**src/hw/rtl/svdc_pkg.sv**
```systemverilog
// ----------------------------------------------------------------------------
// svdc_pkg
// types and constants shared by the steam valve duty cycler modules
// ----------------------------------------------------------------------------
package svdc_pkg;

  localparam int unsigned TimeW    = 16;
  localparam int unsigned TicksW   = 20;
  localparam int unsigned StepW    = 6;
  localparam int unsigned AddrW    = 5;
  localparam int unsigned DataW    = 32;
  localparam int unsigned NumRegs  = 6;

  localparam logic [StepW-1:0] PrimeOnEnd   = StepW'(10);
  localparam logic [StepW-1:0] PrimeOffEnd  = StepW'(40);
  localparam logic [StepW-1:0] PrimeOnLimit = StepW'(50);

  typedef enum logic [2:0] {
    CMD_TICK        = 3'd0,
    CMD_SET_LEVEL   = 3'd1,
    CMD_START_PRIME = 3'd2,
    CMD_START_ON    = 3'd3,
    CMD_CLEAR_TIMES = 3'd4
  } cmd_e;

  typedef enum logic [1:0] {
    LEVEL_NONE   = 2'd0,
    LEVEL_LOW    = 2'd1,
    LEVEL_MEDIUM = 2'd2,
    LEVEL_HIGH   = 2'd3
  } level_e;

  typedef enum logic [2:0] {
    MODE_IDLE      = 3'd0,
    MODE_PRIME     = 3'd1,
    MODE_OFF_ENTRY = 3'd2,
    MODE_ON_ENTRY  = 3'd3,
    MODE_TIMING    = 3'd4,
    MODE_DEACT     = 3'd5
  } mode_e;

  typedef enum logic [1:0] {
    PH_IDLE = 2'd0,
    PH_OFF  = 2'd1,
    PH_ON   = 2'd2
  } phase_e;

  typedef enum logic [2:0] {
    REG_LOW_ON     = 3'd0,
    REG_LOW_OFF    = 3'd1,
    REG_MEDIUM_ON  = 3'd2,
    REG_MEDIUM_OFF = 3'd3,
    REG_HIGH_ON    = 3'd4,
    REG_HIGH_OFF   = 3'd5
  } reg_idx_e;

  typedef struct packed {
    logic [2:0] command;
    logic [1:0] level;
    logic       pause;
  } item_t;

  typedef struct packed {
    logic              valve_open;
    logic [2:0]        ctrl_state;
    logic [TicksW-1:0] remaining;
    logic              turn_off;
  } result_t;

  typedef struct packed {
    logic [TimeW-1:0] low_on_time;
    logic [TimeW-1:0] low_off_time;
    logic [TimeW-1:0] medium_on_time;
    logic [TimeW-1:0] medium_off_time;
    logic [TimeW-1:0] high_on_time;
    logic [TimeW-1:0] high_off_time;
  } cfg_t;

  // time registers count in tens of ticks
  function automatic logic [TicksW-1:0] scale_time(input logic [TimeW-1:0] t);
    logic [TicksW-1:0] x;
    x = TicksW'(t);
    return (x << 3) + (x << 1);
  endfunction

endpackage

```
**src/hw/rtl/svdc_cfg_regs.sv**
```systemverilog
// ----------------------------------------------------------------------------
// svdc_cfg_regs
// apb register file holding the six on/off time registers
// ----------------------------------------------------------------------------
module svdc_cfg_regs
  import svdc_pkg::*;
(
  input  logic             clk_i,
  input  logic             rst_ni,
  input  logic             psel,
  input  logic             penable,
  input  logic             pwrite,
  input  logic [AddrW-1:0] paddr,
  input  logic [DataW-1:0] pwdata,
  output logic [DataW-1:0] prdata,
  output logic             pready,
  output cfg_t             cfg_o
);

  cfg_t       cfg_q;
  logic       wr_en;
  logic [2:0] reg_idx;

  assign pready  = 1'b1;
  assign wr_en   = psel && penable && pwrite;
  assign reg_idx = paddr[AddrW-1:2];
  assign cfg_o   = cfg_q;

  always_ff @(posedge clk_i or negedge rst_ni) begin
    if (!rst_ni) begin
      cfg_q <= '0;
    end else if (wr_en) begin
      unique case (reg_idx)
        REG_LOW_ON:     cfg_q.low_on_time     <= pwdata[TimeW-1:0];
        REG_LOW_OFF:    cfg_q.low_off_time    <= pwdata[TimeW-1:0];
        REG_MEDIUM_ON:  cfg_q.medium_on_time  <= pwdata[TimeW-1:0];
        REG_MEDIUM_OFF: cfg_q.medium_off_time <= pwdata[TimeW-1:0];
        REG_HIGH_ON:    cfg_q.high_on_time    <= pwdata[TimeW-1:0];
        REG_HIGH_OFF:   cfg_q.high_off_time   <= pwdata[TimeW-1:0];
        default:        ;
      endcase
    end
  end

  always_comb begin
    unique case (reg_idx)
      REG_LOW_ON:     prdata = DataW'(cfg_q.low_on_time);
      REG_LOW_OFF:    prdata = DataW'(cfg_q.low_off_time);
      REG_MEDIUM_ON:  prdata = DataW'(cfg_q.medium_on_time);
      REG_MEDIUM_OFF: prdata = DataW'(cfg_q.medium_off_time);
      REG_HIGH_ON:    prdata = DataW'(cfg_q.high_on_time);
      REG_HIGH_OFF:   prdata = DataW'(cfg_q.high_off_time);
      default:        prdata = '0;
    endcase
  end

endmodule

```
**src/hw/rtl/svdc_core.sv**
```systemverilog
// ----------------------------------------------------------------------------
// svdc_core
// valve sequencer state and its combinational update for one transaction
// ----------------------------------------------------------------------------
module svdc_core
  import svdc_pkg::*;
(
  input  logic    clk_i,
  input  logic    rst_ni,
  input  logic    fire_i,
  input  item_t   item_i,
  input  cfg_t    cfg_i,
  output result_t result_o
);

  mode_e             mode_q, mode_d, mode_t;
  phase_e            phase_q, phase_d;
  logic [TicksW-1:0] on_ticks_q, on_ticks_d;
  logic [TicksW-1:0] off_ticks_q, off_ticks_d;
  logic [TicksW-1:0] countdown_q, countdown_d;
  logic [StepW-1:0]  step_q, step_d;
  logic [StepW-1:0]  prime_q, prime_d;
  logic              flag_q, flag_d;
  logic              valve_q, valve_d;
  logic [TimeW-1:0]  sel_on, sel_off;

  always_comb begin
    unique case (item_i.level)
      LEVEL_LOW: begin
        sel_on  = cfg_i.low_on_time;
        sel_off = cfg_i.low_off_time;
      end
      LEVEL_MEDIUM: begin
        sel_on  = cfg_i.medium_on_time;
        sel_off = cfg_i.medium_off_time;
      end
      LEVEL_HIGH: begin
        sel_on  = cfg_i.high_on_time;
        sel_off = cfg_i.high_off_time;
      end
      default: begin
        sel_on  = '0;
        sel_off = '0;
      end
    endcase
  end

  always_comb begin
    mode_d      = mode_q;
    phase_d     = phase_q;
    on_ticks_d  = on_ticks_q;
    off_ticks_d = off_ticks_q;
    countdown_d = countdown_q;
    step_d      = step_q;
    prime_d     = prime_q;
    flag_d      = flag_q;
    valve_d     = valve_q;
    mode_t      = flag_q ? MODE_DEACT : mode_q;

    unique case (item_i.command)
      CMD_TICK: begin
        mode_d = mode_t;
        if (!item_i.pause) begin
          unique case (mode_t)
            MODE_PRIME: begin
              priority if (step_q < PrimeOnEnd) begin
                valve_d = 1'b1;
                step_d  = step_q + 1'b1;
                prime_d = prime_q + 1'b1;
              end else if (step_q <= PrimeOffEnd) begin
                valve_d = 1'b0;
                step_d  = step_q + 1'b1;
              end else begin
                step_d  = '0;
              end
              if (prime_d > PrimeOnLimit) begin
                step_d      = '0;
                prime_d     = '0;
                mode_d      = MODE_ON_ENTRY;
                countdown_d = on_ticks_q;
              end
            end
            MODE_OFF_ENTRY: begin
              valve_d     = 1'b0;
              countdown_d = off_ticks_q;
              mode_d      = MODE_TIMING;
              phase_d     = PH_OFF;
            end
            MODE_ON_ENTRY: begin
              valve_d     = 1'b1;
              countdown_d = on_ticks_q;
              mode_d      = MODE_TIMING;
              phase_d     = PH_ON;
            end
            MODE_TIMING: begin
              // with no previous phase the block stays in timing
              priority if (countdown_q != '0) begin
                countdown_d = countdown_q - 1'b1;
              end else if (phase_q == PH_ON) begin
                mode_d = MODE_OFF_ENTRY;
              end else if (phase_q == PH_OFF) begin
                mode_d = MODE_ON_ENTRY;
              end
            end
            MODE_DEACT: begin
              valve_d = 1'b0;
              phase_d = PH_IDLE;
              mode_d  = MODE_IDLE;
            end
            default: ;
          endcase
        end
      end
      CMD_SET_LEVEL: begin
        on_ticks_d  = scale_time(sel_on);
        off_ticks_d = scale_time(sel_off);
        countdown_d = scale_time(sel_on);
        flag_d      = (sel_on == '0);
      end
      CMD_START_PRIME: mode_d = MODE_PRIME;
      CMD_START_ON:    mode_d = MODE_ON_ENTRY;
      CMD_CLEAR_TIMES: begin
        on_ticks_d  = '0;
        off_ticks_d = '0;
      end
      default: ;
    endcase
  end

  always_ff @(posedge clk_i or negedge rst_ni) begin
    if (!rst_ni) begin
      mode_q      <= MODE_IDLE;
      phase_q     <= PH_IDLE;
      on_ticks_q  <= '0;
      off_ticks_q <= '0;
      countdown_q <= '0;
      step_q      <= '0;
      prime_q     <= '0;
      flag_q      <= 1'b0;
      valve_q     <= 1'b0;
    end else if (fire_i) begin
      mode_q      <= mode_d;
      phase_q     <= phase_d;
      on_ticks_q  <= on_ticks_d;
      off_ticks_q <= off_ticks_d;
      countdown_q <= countdown_d;
      step_q      <= step_d;
      prime_q     <= prime_d;
      flag_q      <= flag_d;
      valve_q     <= valve_d;
    end
  end

  assign result_o.valve_open = valve_d;
  assign result_o.ctrl_state = mode_d;
  assign result_o.remaining  = countdown_d;
  assign result_o.turn_off   = flag_d;

endmodule

```
**src/hw/rtl/steam_valve_duty_cycler.sv**
```systemverilog
// ----------------------------------------------------------------------------
// steam_valve_duty_cycler
// water inlet valve on/off sequencer with priming and level-selected timing
// ----------------------------------------------------------------------------
// path: input register, combinational state update, result register
// throughput: one transaction per cycle while the result register is free or
//   drained; out_ready_i low with a full result register stalls the input
// reset: rst_ni clears the sequencer state, the time registers and the
//   pipeline valid bits at once; no clearing pass is needed
module steam_valve_duty_cycler
  import svdc_pkg::*;
(
  input  logic             clk_i,
  input  logic             rst_ni,
  input  logic             in_valid_i,
  output logic             in_ready_o,
  input  item_t            in_item_i,
  output logic             out_valid_o,
  input  logic             out_ready_i,
  output result_t          out_result_o,
  input  logic             psel,
  input  logic             penable,
  input  logic             pwrite,
  input  logic [AddrW-1:0] paddr,
  input  logic [DataW-1:0] pwdata,
  output logic [DataW-1:0] prdata,
  output logic             pready
);

  cfg_t    cfg;
  logic    s1_valid_q;
  item_t   s1_item_q;
  logic    out_valid_q;
  result_t out_result_q;
  result_t result_d;
  logic    s1_fire;

  // the input stage moves on whenever the result register is free or drained
  assign s1_fire    = s1_valid_q && (!out_valid_q || out_ready_i);
  assign in_ready_o = !s1_valid_q || s1_fire;

  svdc_cfg_regs u_cfg_regs (
    .clk_i   (clk_i),
    .rst_ni  (rst_ni),
    .psel    (psel),
    .penable (penable),
    .pwrite  (pwrite),
    .paddr   (paddr),
    .pwdata  (pwdata),
    .prdata  (prdata),
    .pready  (pready),
    .cfg_o   (cfg)
  );

  svdc_core u_core (
    .clk_i    (clk_i),
    .rst_ni   (rst_ni),
    .fire_i   (s1_fire),
    .item_i   (s1_item_q),
    .cfg_i    (cfg),
    .result_o (result_d)
  );

  always_ff @(posedge clk_i or negedge rst_ni) begin
    if (!rst_ni) begin
      s1_valid_q  <= 1'b0;
      out_valid_q <= 1'b0;
    end else begin
      if (in_ready_o) begin
        s1_valid_q <= in_valid_i;
      end
      if (s1_fire) begin
        out_valid_q <= 1'b1;
      end else if (out_ready_i) begin
        out_valid_q <= 1'b0;
      end
    end
  end

  always_ff @(posedge clk_i) begin
    if (in_valid_i && in_ready_o) begin
      s1_item_q <= in_item_i;
    end
    if (s1_fire) begin
      out_result_q <= result_d;
    end
  end

  assign out_valid_o  = out_valid_q;
  assign out_result_o = out_result_q;

endmodule
```
**config.mk**
```make
export PLATFORM = sky130hd
export DESIGN_NAME = steam_valve_duty_cycler
export DESIGN_NICKNAME = d
export VERILOG_FILES = /design/src/hw/rtl/svdc_pkg.sv /design/src/hw/rtl/svdc_cfg_regs.sv /design/src/hw/rtl/svdc_core.sv /design/src/hw/rtl/steam_valve_duty_cycler.sv
export SDC_FILE = /design/constraint.sdc
export NUM_CORES = 1
export LEC_CHECK = 0
export CAP_MARGIN = 20
export CORE_ASPECT_RATIO = 1.5
export CORE_MARGIN = 4
export CORE_UTILIZATION = 30
export DETAILED_ROUTE_END_ITERATION = 16
export DONT_BUFFER_PORTS = 1
export MAX_ROUTING_LAYER = met4
export SETUP_SLACK_MARGIN = 0.3
export SYNTH_ARGS = -nofsm -noshare
export SYNTH_HDL_FRONTEND = slang
export SYNTH_SLANG_ARGS = --single-unit
```
**constraint.sdc**
```tcl
create_clock -name clk_i -period 8.3 [get_ports clk_i]
set_clock_uncertainty 0.2 [all_clocks]
set_input_delay 1.245 -clock clk_i [delete_from_list [all_inputs] [get_ports clk_i]]
set_output_delay 1.245 -clock clk_i [all_outputs]
set_load 0.02 [all_outputs]
```
* After elaboration in Yosys (flattened, before gate mapping)
Cells that the tools add are included.
Cells by class: equal/unequal tests 19, bitwise logic cells 1, $lt $le $gt $ge 3, reduce and logical (&&, ||, !) cells 26, $add $sub $neg 5, mux-type cells 35
Operator list (number):
- $pmux 20 s2 | 3
- $pmux 16 s3 | 2
- $pmux 16 s6 | 1
- $pmux 20 s4 | 1
- $mux 20 | 3
- $mux 6 | 8
- $add 19x17->20 | 2
- $reduce_bool 20->1 | 1
- $sub 20x1->20 const B | 1
- $eq 3x2->1 const B | 6
- $mux 3 | 6
- $logic_not 16->1 | 1
- $eq 3x3->1 const B | 5
- $reduce_and 2->1 | 7
- $add 6x1->6 const B | 2
- $pmux 3 s4 | 1
- $eq 3x1->1 const B | 3
- $pmux 3 s3 | 1
- $reduce_and 4->1 | 2
- $mux 1 | 7
- $eq 2x2->1 const B | 3
- $gt 6x6->1 const B | 1
- $le 6x6->1 const B | 1
- $logic_not 3->1 | 2
- other kinds (11) | 19
Word-level totals: logic and storage cells 113, output and inout bits 60, register bits after elaboration 208, bits of input ports 50

* Longest topological paths before layout
Gate-level depths: netlist of the first run.
depth after elaboration 10, mapped depth 16, mapped depth without buffers 13

* By module
A second synthesis of the first run with hierarchy kept.
Unflattened totals: cells, all modules 1197, area, all modules 12500.7 um^2
Modules (own cells, without submodules):
- svdc_core | area each 6862.8 um^2, seq. area each 1926.8 um^2, cells each 823, instances 1
- svdc_cfg_regs | area each 4603.2 um^2, seq. area each 2402.3 um^2, cells each 335, instances 1
- steam_valve_duty_cycler | area each 1034.7 um^2, seq. area each 980.9 um^2, cells each 39, instances 1

* Least setup slack after synthesis of the first run
Ideal clock, no wire load.
path type input -> output, start point input port paddr[3], end point output port prdata[12], cell stages on the path 5, data arrival time 2684 ps, buffers on the path 2, setup slack 4171 ps, cells stage by stage clkbuf_1 nor3b_1 clkbuf_1 a22oi_1 nand3_1
On the way: cells in the longest elaborated chain, start to end 2, elaborated cells on any way between the ends 7, those cells by class eq/ne: 5; mux: 1; reduce/logical: 1
Ends and longest elaborated chain:
- from (decl) | RTL line steam_valve_duty_cycler.sv:24 | input logic [AddrW-1:0] paddr,
- $eq 3x3->1 (tied with other cells) | RTL line svdc_cfg_regs.sv:46 | unique case (reg_idx)
- $pmux 16 s6 (*) | RTL line svdc_cfg_regs.sv:46
- to (decl) | RTL line steam_valve_duty_cycler.sv:26 | output logic [DataW-1:0] prdata,
Every way passes the cells marked *; elsewhere a longest branch is shown, timed or not.

==> impl_metrics.toml, run 1 <==
[clock_network]
cts_tree = "built"
cts_resized = 0
cts_made_buffers = 21
root_buffer = "clkbuf_16"
cts_buffer_depth = 3
clk_pin_slew_worst_paths_ns = 0.06
worstSkewPairLatency_ns = 0.52
cts_htree_levels = 1
clock_sinks = 206
cts_setup_buffers = 0
postCtsHoldBufs = 0

[floorplan]
row_count = 91
die-area_um2 = 44800
ioPinCount = 110
initial_core_util_pct = 30.2
coreArea_um2 = 41100
die_w_um = 174
die_h_um = 257

[final_layout]
drive_gt1_share_pct = 17.2
diodes = 0
finalNetCount = 1317
fin_area_um2 = 13600
stdcell_count = 1802
area_growth_pct = 9.53
fillers = 4201

[routing]
drtAntennaViolNets = 0
via_per_inst = 5.56
vias = 10000
drc = 0
detail_route.wl_per_cell_um = 21.3
wl_um = 38300
drt_first_pass_iters = 5
drt_iter0_drc = 862

[power_and_ir_drop]
p_leak_nw = 5.59
power.density_nw_per_um2 = 249
irDropWorstVdd_v = 0.000193
power_mw = 3.39

[setup_path]
slowest_stage = "fa_1"
critPathMaxFanout = 33
crit_chain = "buf_4, nor2b_2, buf_4, a22o_1, ha_1, fa_1, a211oi_1, o21ai_0, a31o_2, a21oi_1, o21ai_0, xnor2_1, nor2_1, a311oi_1"
crit_type = "reg -> reg"
crit_arrival_ns = 4.67
end_kind = "register"
cp.required_ns = 8.41
startpoint = "s1_item_q[1]$_DFFE_PP_"
r2r_start = "s1_item_q[1]$_DFFE_PP_"
cp_top_family = "compound AO/OA/AOI/OAI gates"
cp.buffers_inverters = 2
max_stage_delay_ns = 0.44
cp-start-kind = "register"

[yosys]
syn_area_um2 = 12400
netlist_top_cells_count = "dfrtp_1 (175), mux2_2 (130), nand2_1 (124), nor2_1 (83), o21ai_0 (77)"
syn_area_per_cell_um2 = 9.86
synth-edff-count = 31
synth.largest_area_cell = "dfrtp_1"
ys_types = 84
synth_top_area_share_pct = 35.2
synthesis.yosys.warnings = 0
netlist_instances = 1261
synth_most_common_cell = "dfrtp_1"
yosysSeqAreaShare_pct = 42.7
synthArstFlopShare_pct = 85.0
synthTopCellsByArea = "dfrtp_1 (35%), mux2_2 (12%), edfxtp_1 (7.5%), nand2_1 (3.7%), a22oi_1 (3.4%)"
ys.flop_type = "dfrtp_1"
ys_ff_latch = 206

[sta]
worst_pin_slew_ns = 1.12
slew_viol_final = 0
finalWorstSetupSlack_ns = 3.74
min_period_ns = 4.56
hold_viol_final = 0
setup_viol = 0
tns_ns = 0
rsz0062_at_grt = "false"
relSlewSlack_pct = 24.8
max_freq_ghz = 0.219
fin_crit_sh_pct = 54.9

[placement]
placedCellCount = 1767
post-place-ws_ns = 3.78
gp_congestion = 0.962
numPortBuffers = 0
dp_hpwl_um = 27600
placed_cell_area_um2 = 13000

[run]
drv_cap = 0

[global_route]
grt_overflow = 0
grtUsageTotal_pct = 17.1
grt_pass1_vias = 10200
grt_pass1_wl_um = 59800
grt_max_degree = 176
antenna_found_initial = 0

[status]
status = "completed"

[hold_path]
hold_class = "in -> async"
==> power by group <==
group | leakage (nW) | switching (mW) | internal, mW
sequential | 2.56 | 0.237 | 1.25
clock | 0.323 | 0.405 | 0.534
combinational | 2.71 | 0.579 | 0.394
total | 5.59 | 1.22 | 2.17
==> registers in the layout, summed over array words and instances (netlist names), 3 cells and up <==
name	flops
u_cfg_regs.cfg_o	96
u_core.mode_q	3
u_core.countdown_q	20
s1_item_q	6
u_core.step_q	6
out_result_o	25
u_core.off_ticks_q	19
u_core.prime_q	6
u_core.on_ticks_q	19
==> metrics by stage <==
step,utilization (%),hold slack [ns]
2_1_floorplan,-,0.239
3_3_place_gp,31.5,0.256
3_5_place_dp,31.5,0.261
4_1_cts,33.1,0.208
5_1_grt,33.1,0.201
6_report,33.1,0.230
==> logic make-up (layout without fill, tap and decap cells) <==
| kind of cell | Yosys count | after routing | synth area share, % |
|---|---|---|---|
| AND/OR/NAND/NOR | 348 | 348 | 13.4 |
| flip-flops | 206 | 206 | 42.7 |
| multiplexers | 130 | 130 | 11.8 |
| AO/OA/AOI/OAI | 398 | 398 | 22.2 |
| buffers and inverters | 115 | 83 | 4.25 |
| adder cells (fa/ha/maj) | 35 | 35 | 3.64 |
| other | 2 | 17 | 0.0604 |
| XOR/XNOR | 27 | 27 | 1.90 |
==> path summary, 6_finish.rpt <==
| check | end | slack, ns | cells after the start |
|---|---|---|---|
| min | u_cfg_regs.cfg_o[26]$_DFFE_PN0P_ | 0.23 | 0 |
| min in group clk_i | u_core.valve_q$_DFFE_PN0P_ | 0.28 | 2 |
| max in group asynchronous | u_core.step_q[0]$_DFFE_PN0P_ | 7.44 | 0 |
| max | out_result_o[16]$_DFFE_PP_ | 3.74 | 14 |
| max reg2reg | out_result_o[16]$_DFFE_PP_ | 3.74 | 14 |
| min reg2reg | u_core.valve_q$_DFFE_PN0P_ | 0.28 | 2 |
==> layout make-up <==
cell class                 instances  area [um2]  area share, %
clock buffer                      26         554           4.07
clock inverter                     9        97.6          0.717
inverter                          30         113          0.827
multi-input combinational        955        6710           49.3
sequential                       206        5310           39.0
tap                              558         698           5.13
timing repair buffer              18         135          0.992
==> cell usage in the layout, fill, tap and decap left out, types with 6 or more instances in the layout <==
master     count
a21o_1        14
a22oi_1       56
inv_1         29
ha_1          33
a31oi_1       17
a211oi_1       9
nand4_1       10
nand2b_1      15
nor4_1         7
a22o_1        46
o21ai_0       76
nand3_1       35
conb_1        17
o31ai_1       16
o211ai_1      14
o22ai_1        7
and3_1         8
or3_1          7
dfrtp_1      175
xnor2_1       17
nand2_1      124
nor2_1        83
a21oi_1       53
edfxtp_1      31
clkinv_2       6
xor2_1        10
o21ai_1       21
buf_4         18
nor3_1        16
clkbuf_16     21
mux2_2       130
==> layer usage <==
layer / vias to the layer above / track usage (%) / routed length (um)
met5: - / - / 0
li1: 4639 / - / -
met3: 100 / 2.56 / 1840
met4: 0 / 8.69 / 2160
met1: 4938 / 18.6 / 14700
met2: 347 / 30.1 / 19600
(Power assumes the default switching activity.)
==> run 2: changes to the inputs <==
--- a/config.mk
+++ b/config.mk
@@ -5,6 +5,7 @@
 export SDC_FILE = /design/constraint.sdc
 export NUM_CORES = 1
 export LEC_CHECK = 0
+export ABC_AREA = 1
 export CAP_MARGIN = 20
 export CORE_ASPECT_RATIO = 1.5
 export CORE_MARGIN = 4
==> constraint.sdc (replaced) <==
create_clock -name clk_i -period 4.5 [get_ports clk_i]
set_clock_uncertainty 0.2 [all_clocks]
set_input_delay 0.675 -clock clk_i [delete_from_list [all_inputs] [get_ports clk_i]]
set_output_delay 0.675 -clock clk_i [all_outputs]
set_load 0.02 [all_outputs]
==> impl_metrics.toml, run 2 <==
[placement]
numPortBuffers = 0
gp_congestion = 0.932
placed_cell_area_um2 = 12900
dp_hpwl_um = 27600

[final_layout]
finalNetCount = 1700
diodes = 0
final_util_pct = 33.4
drive_gt1_share_pct = 8.09
final_cell_mix = "nand2_1 (426), inv_1 (197), dfrtp_1 (175)"
fillers = 4294
mostFrequentLayoutCell = "nand2_1"
area_growth_pct = 10.4
largest_reg_flops = 96
fin_area_um2 = 13700

[yosys]
ys_types = 60
synthArstFlopShare_pct = 85.0
synth.largest_area_cell = "dfrtp_1"
syn_area_per_cell_um2 = 7.64
synthesis.yosys.warnings = 0
synthXorXnorAreaFrac_pct = 0.918
synthMuxAreaShare_pct = 0
ys_ff_latch = 206
yosysSeqAreaShare_pct = 42.8
syn_area_um2 = 12400
synth_top_area_share_pct = 35.3
synth-edff-count = 31
synthTopCellsByArea = "dfrtp_1 (35%), nand2_1 (13%), edfxtp_1 (7.5%), o21ai_0 (6.5%), inv_1 (6.0%)"
yosys.area_share.simple_pct = 24.1
netlist_top_cells_count = "nand2_1 (426), inv_1 (198), dfrtp_1 (175), o21ai_0 (161), nor2_1 (96)"
synth_top_family_by_area = "simple AND/OR/NAND/NOR gates"
netlist_instances = 1623
synthAdderAreaFrac_pct = 3.65
synth_compound_area_share_pct = 18.7
ys.flop_type = "dfrtp_1"
synth_most_common_cell = "nand2_1"

[sta]
max_freq_ghz = 0.267
slew_viol_final = 0
min_period_ns = 3.75
fin_crit_sh_pct = 83.4
setup_viol = 0
whs_ns = -0.356
relSlewSlack_pct = 43.9
rsz0062_at_grt = "false"
tns_ns = 0
hold_viol_final = 175
worst_pin_slew_ns = 0.840

[global_route]
grt_pass1_vias = 10900
grt_pass1_wl_um = 60200
grt_overflow = 0
grt_max_degree = 176
antenna_found_initial = 0
grtUsageTotal_pct = 17.0

[clock_network]
worstSkewPairLatency_ns = 0.54
cts_htree_levels = 1
cts_buffer_depth = 3
cts_made_buffers = 23
cts_resized = 0
clock_sinks = 206
clk_pin_slew_worst_paths_ns = 0.06
cts_tree = "built"
cts_setup_buffers = 0
root_buffer = "clkbuf_16"

[setup_path]
crit_chain = "nand2_1, inv_1, buf_4, nand2_1, o211ai_1, ha_1, fa_1, nand3_1, nand2_1, nand2_1, nand2_1, a21oi_1, o21ai_0, nand3_1, nand3_1, nand3_1, nand3_1"
slowest_stage = "edfxtp_1"
cp.required_ns = 4.54
end_kind = "register"
crit_type = "reg -> reg"
crit_arrival_ns = 3.80
cp-start-kind = "register"
r2r_start = "s1_item_q[1]$_DFFE_PP_"
max_stage_delay_ns = 0.44
critPathMaxFanout = 11
startpoint = "s1_item_q[1]$_DFFE_PP_"

[floorplan]
initial_core_util_pct = 30.3
coreArea_um2 = 41000
row_count = 91
die-area_um2 = 44700
ioPinCount = 110
die_h_um = 257
die_w_um = 174

[routing]
via_per_inst = 5.16
detail_route.wl_per_cell_um = 17.7
wl_um = 37800
drc = 0
drt_iter0_drc = 782
drt_first_pass_iters = 6
vias = 11100
drtAntennaViolNets = 0

[hold_path]
hold_class = "in -> async"

[power_and_ir_drop]
power.density_nw_per_um2 = 556
irDropWorstVdd_v = 0.000311
p_leak_nw = 6.42

[status]
violations = "hold timing"
status = "finished, violations left"

[run]
drv_cap = 0
## run 2: changes by cell type after synthesis, moves of 16 or more
cell / before / now
mux2_2: 130 / 0
a22oi_1: 56 / 22
nand2_1: 124 / 426
nand2_2: 1 / 24
clkbuf_1: 55 / 36
o21ai_0: 77 / 161
o22ai_1: 7 / 33
inv_1: 30 / 198
a21oi_1: 53 / 70
o221ai_1: 2 / 18
nand3_1: 35 / 85
a22o_1: 46 / 5
## run 2: report_power, final
part	leakage, nW	internal, mW	switching [mW]	total [mW]
combinational	3.56	0.907	1.92	2.83
sequential	2.51	2.43	0.492	2.92
clock	0.353	1.08	0.779	1.86
total	6.42	4.42	3.19	7.61
## run 2: worst max-delay path: cells and delay by family (launching register included)
family / cells / cell delay [ns]
AO/OA/AOI/OAI: 3 / 0.59
adder cells (fa/ha/maj): 2 / 0.71
AND/OR/NAND/NOR: 10 / 1.24
flip-flops: 1 / 0.44
buffers and inverters: 2 / 0.31
## run 2: final cells by class
class / instances / area, um2 / share of cell area, %
multi-input combinational: 1144 / 5950 / 43.4
sequential: 206 / 5310 / 38.8
timing repair buffer: 30 / 278 / 2.03
clock inverter: 11 / 113 / 0.822
clock buffer: 31 / 616 / 4.50
inverter: 210 / 788 / 5.76
tap: 511 / 639 / 4.67
## run 2: logic make-up (layout without fill, tap and decap cells)
| kind of cell | after synthesis | in the layout |
|---|---|---|
| AOI/OAI and AO/OA | 390 | 390 |
| xor gates and xnor gates | 13 | 13 |
| adders and majority gates | 35 | 35 |
| buffers and inverters | 288 | 282 |
| DFF | 206 | 206 |
| other | 2 | 17 |
| and+or+nand+nor | 689 | 689 |
## run 2: routing by layer
layer / GRT usage (%) / up-vias / part of all wire [%]
met3: 2.37 / 66 / 5.4
met4: 5.75 / 0 / 3.1
met2: 30.8 / 367 / 52
met5: - / - / 0
li1: - / 5364 / -
met1: 19.3 / 5263 / 39
## run 2: final timing paths
check	end	slack, ns	depth (start not counted)
min	u_cfg_regs.cfg_o[26]$_DFFE_PN0P_	-0.36	0
max reg2reg	out_result_o[14]$_DFFE_PP_	0.75	17
min reg2reg	u_cfg_regs.cfg_o[18]$_DFFE_PN0P_	0.29	2
min in group clk_i	s1_item_q[0]$_DFFE_PP_	0.05	0
max	out_result_o[14]$_DFFE_PP_	0.75	17
max in group asynchronous	u_core.prime_q[5]$_DFFE_PN0P_	4.00	0
## run 2: metrics by stage
| stage | setup slack (ns) | hold slack [ns] | power, mW | instances |
|---|---|---|---|---|
| 6_report | 0.749 | -0.356 | 7.61 | 2143 |
| 3_3_place_gp | 0.785 | 0.192 | 5.70 | 2099 |
| 5_1_grt | 0.340 | -0.386 | 8.14 | 2143 |
| 4_1_cts | 0.730 | -0.384 | 7.65 | 2142 |
| 3_5_place_dp | 0.755 | 0.192 | 5.76 | 2100 |
| 2_1_floorplan | 0.922 | 0.179 | 4.99 | 1638 |
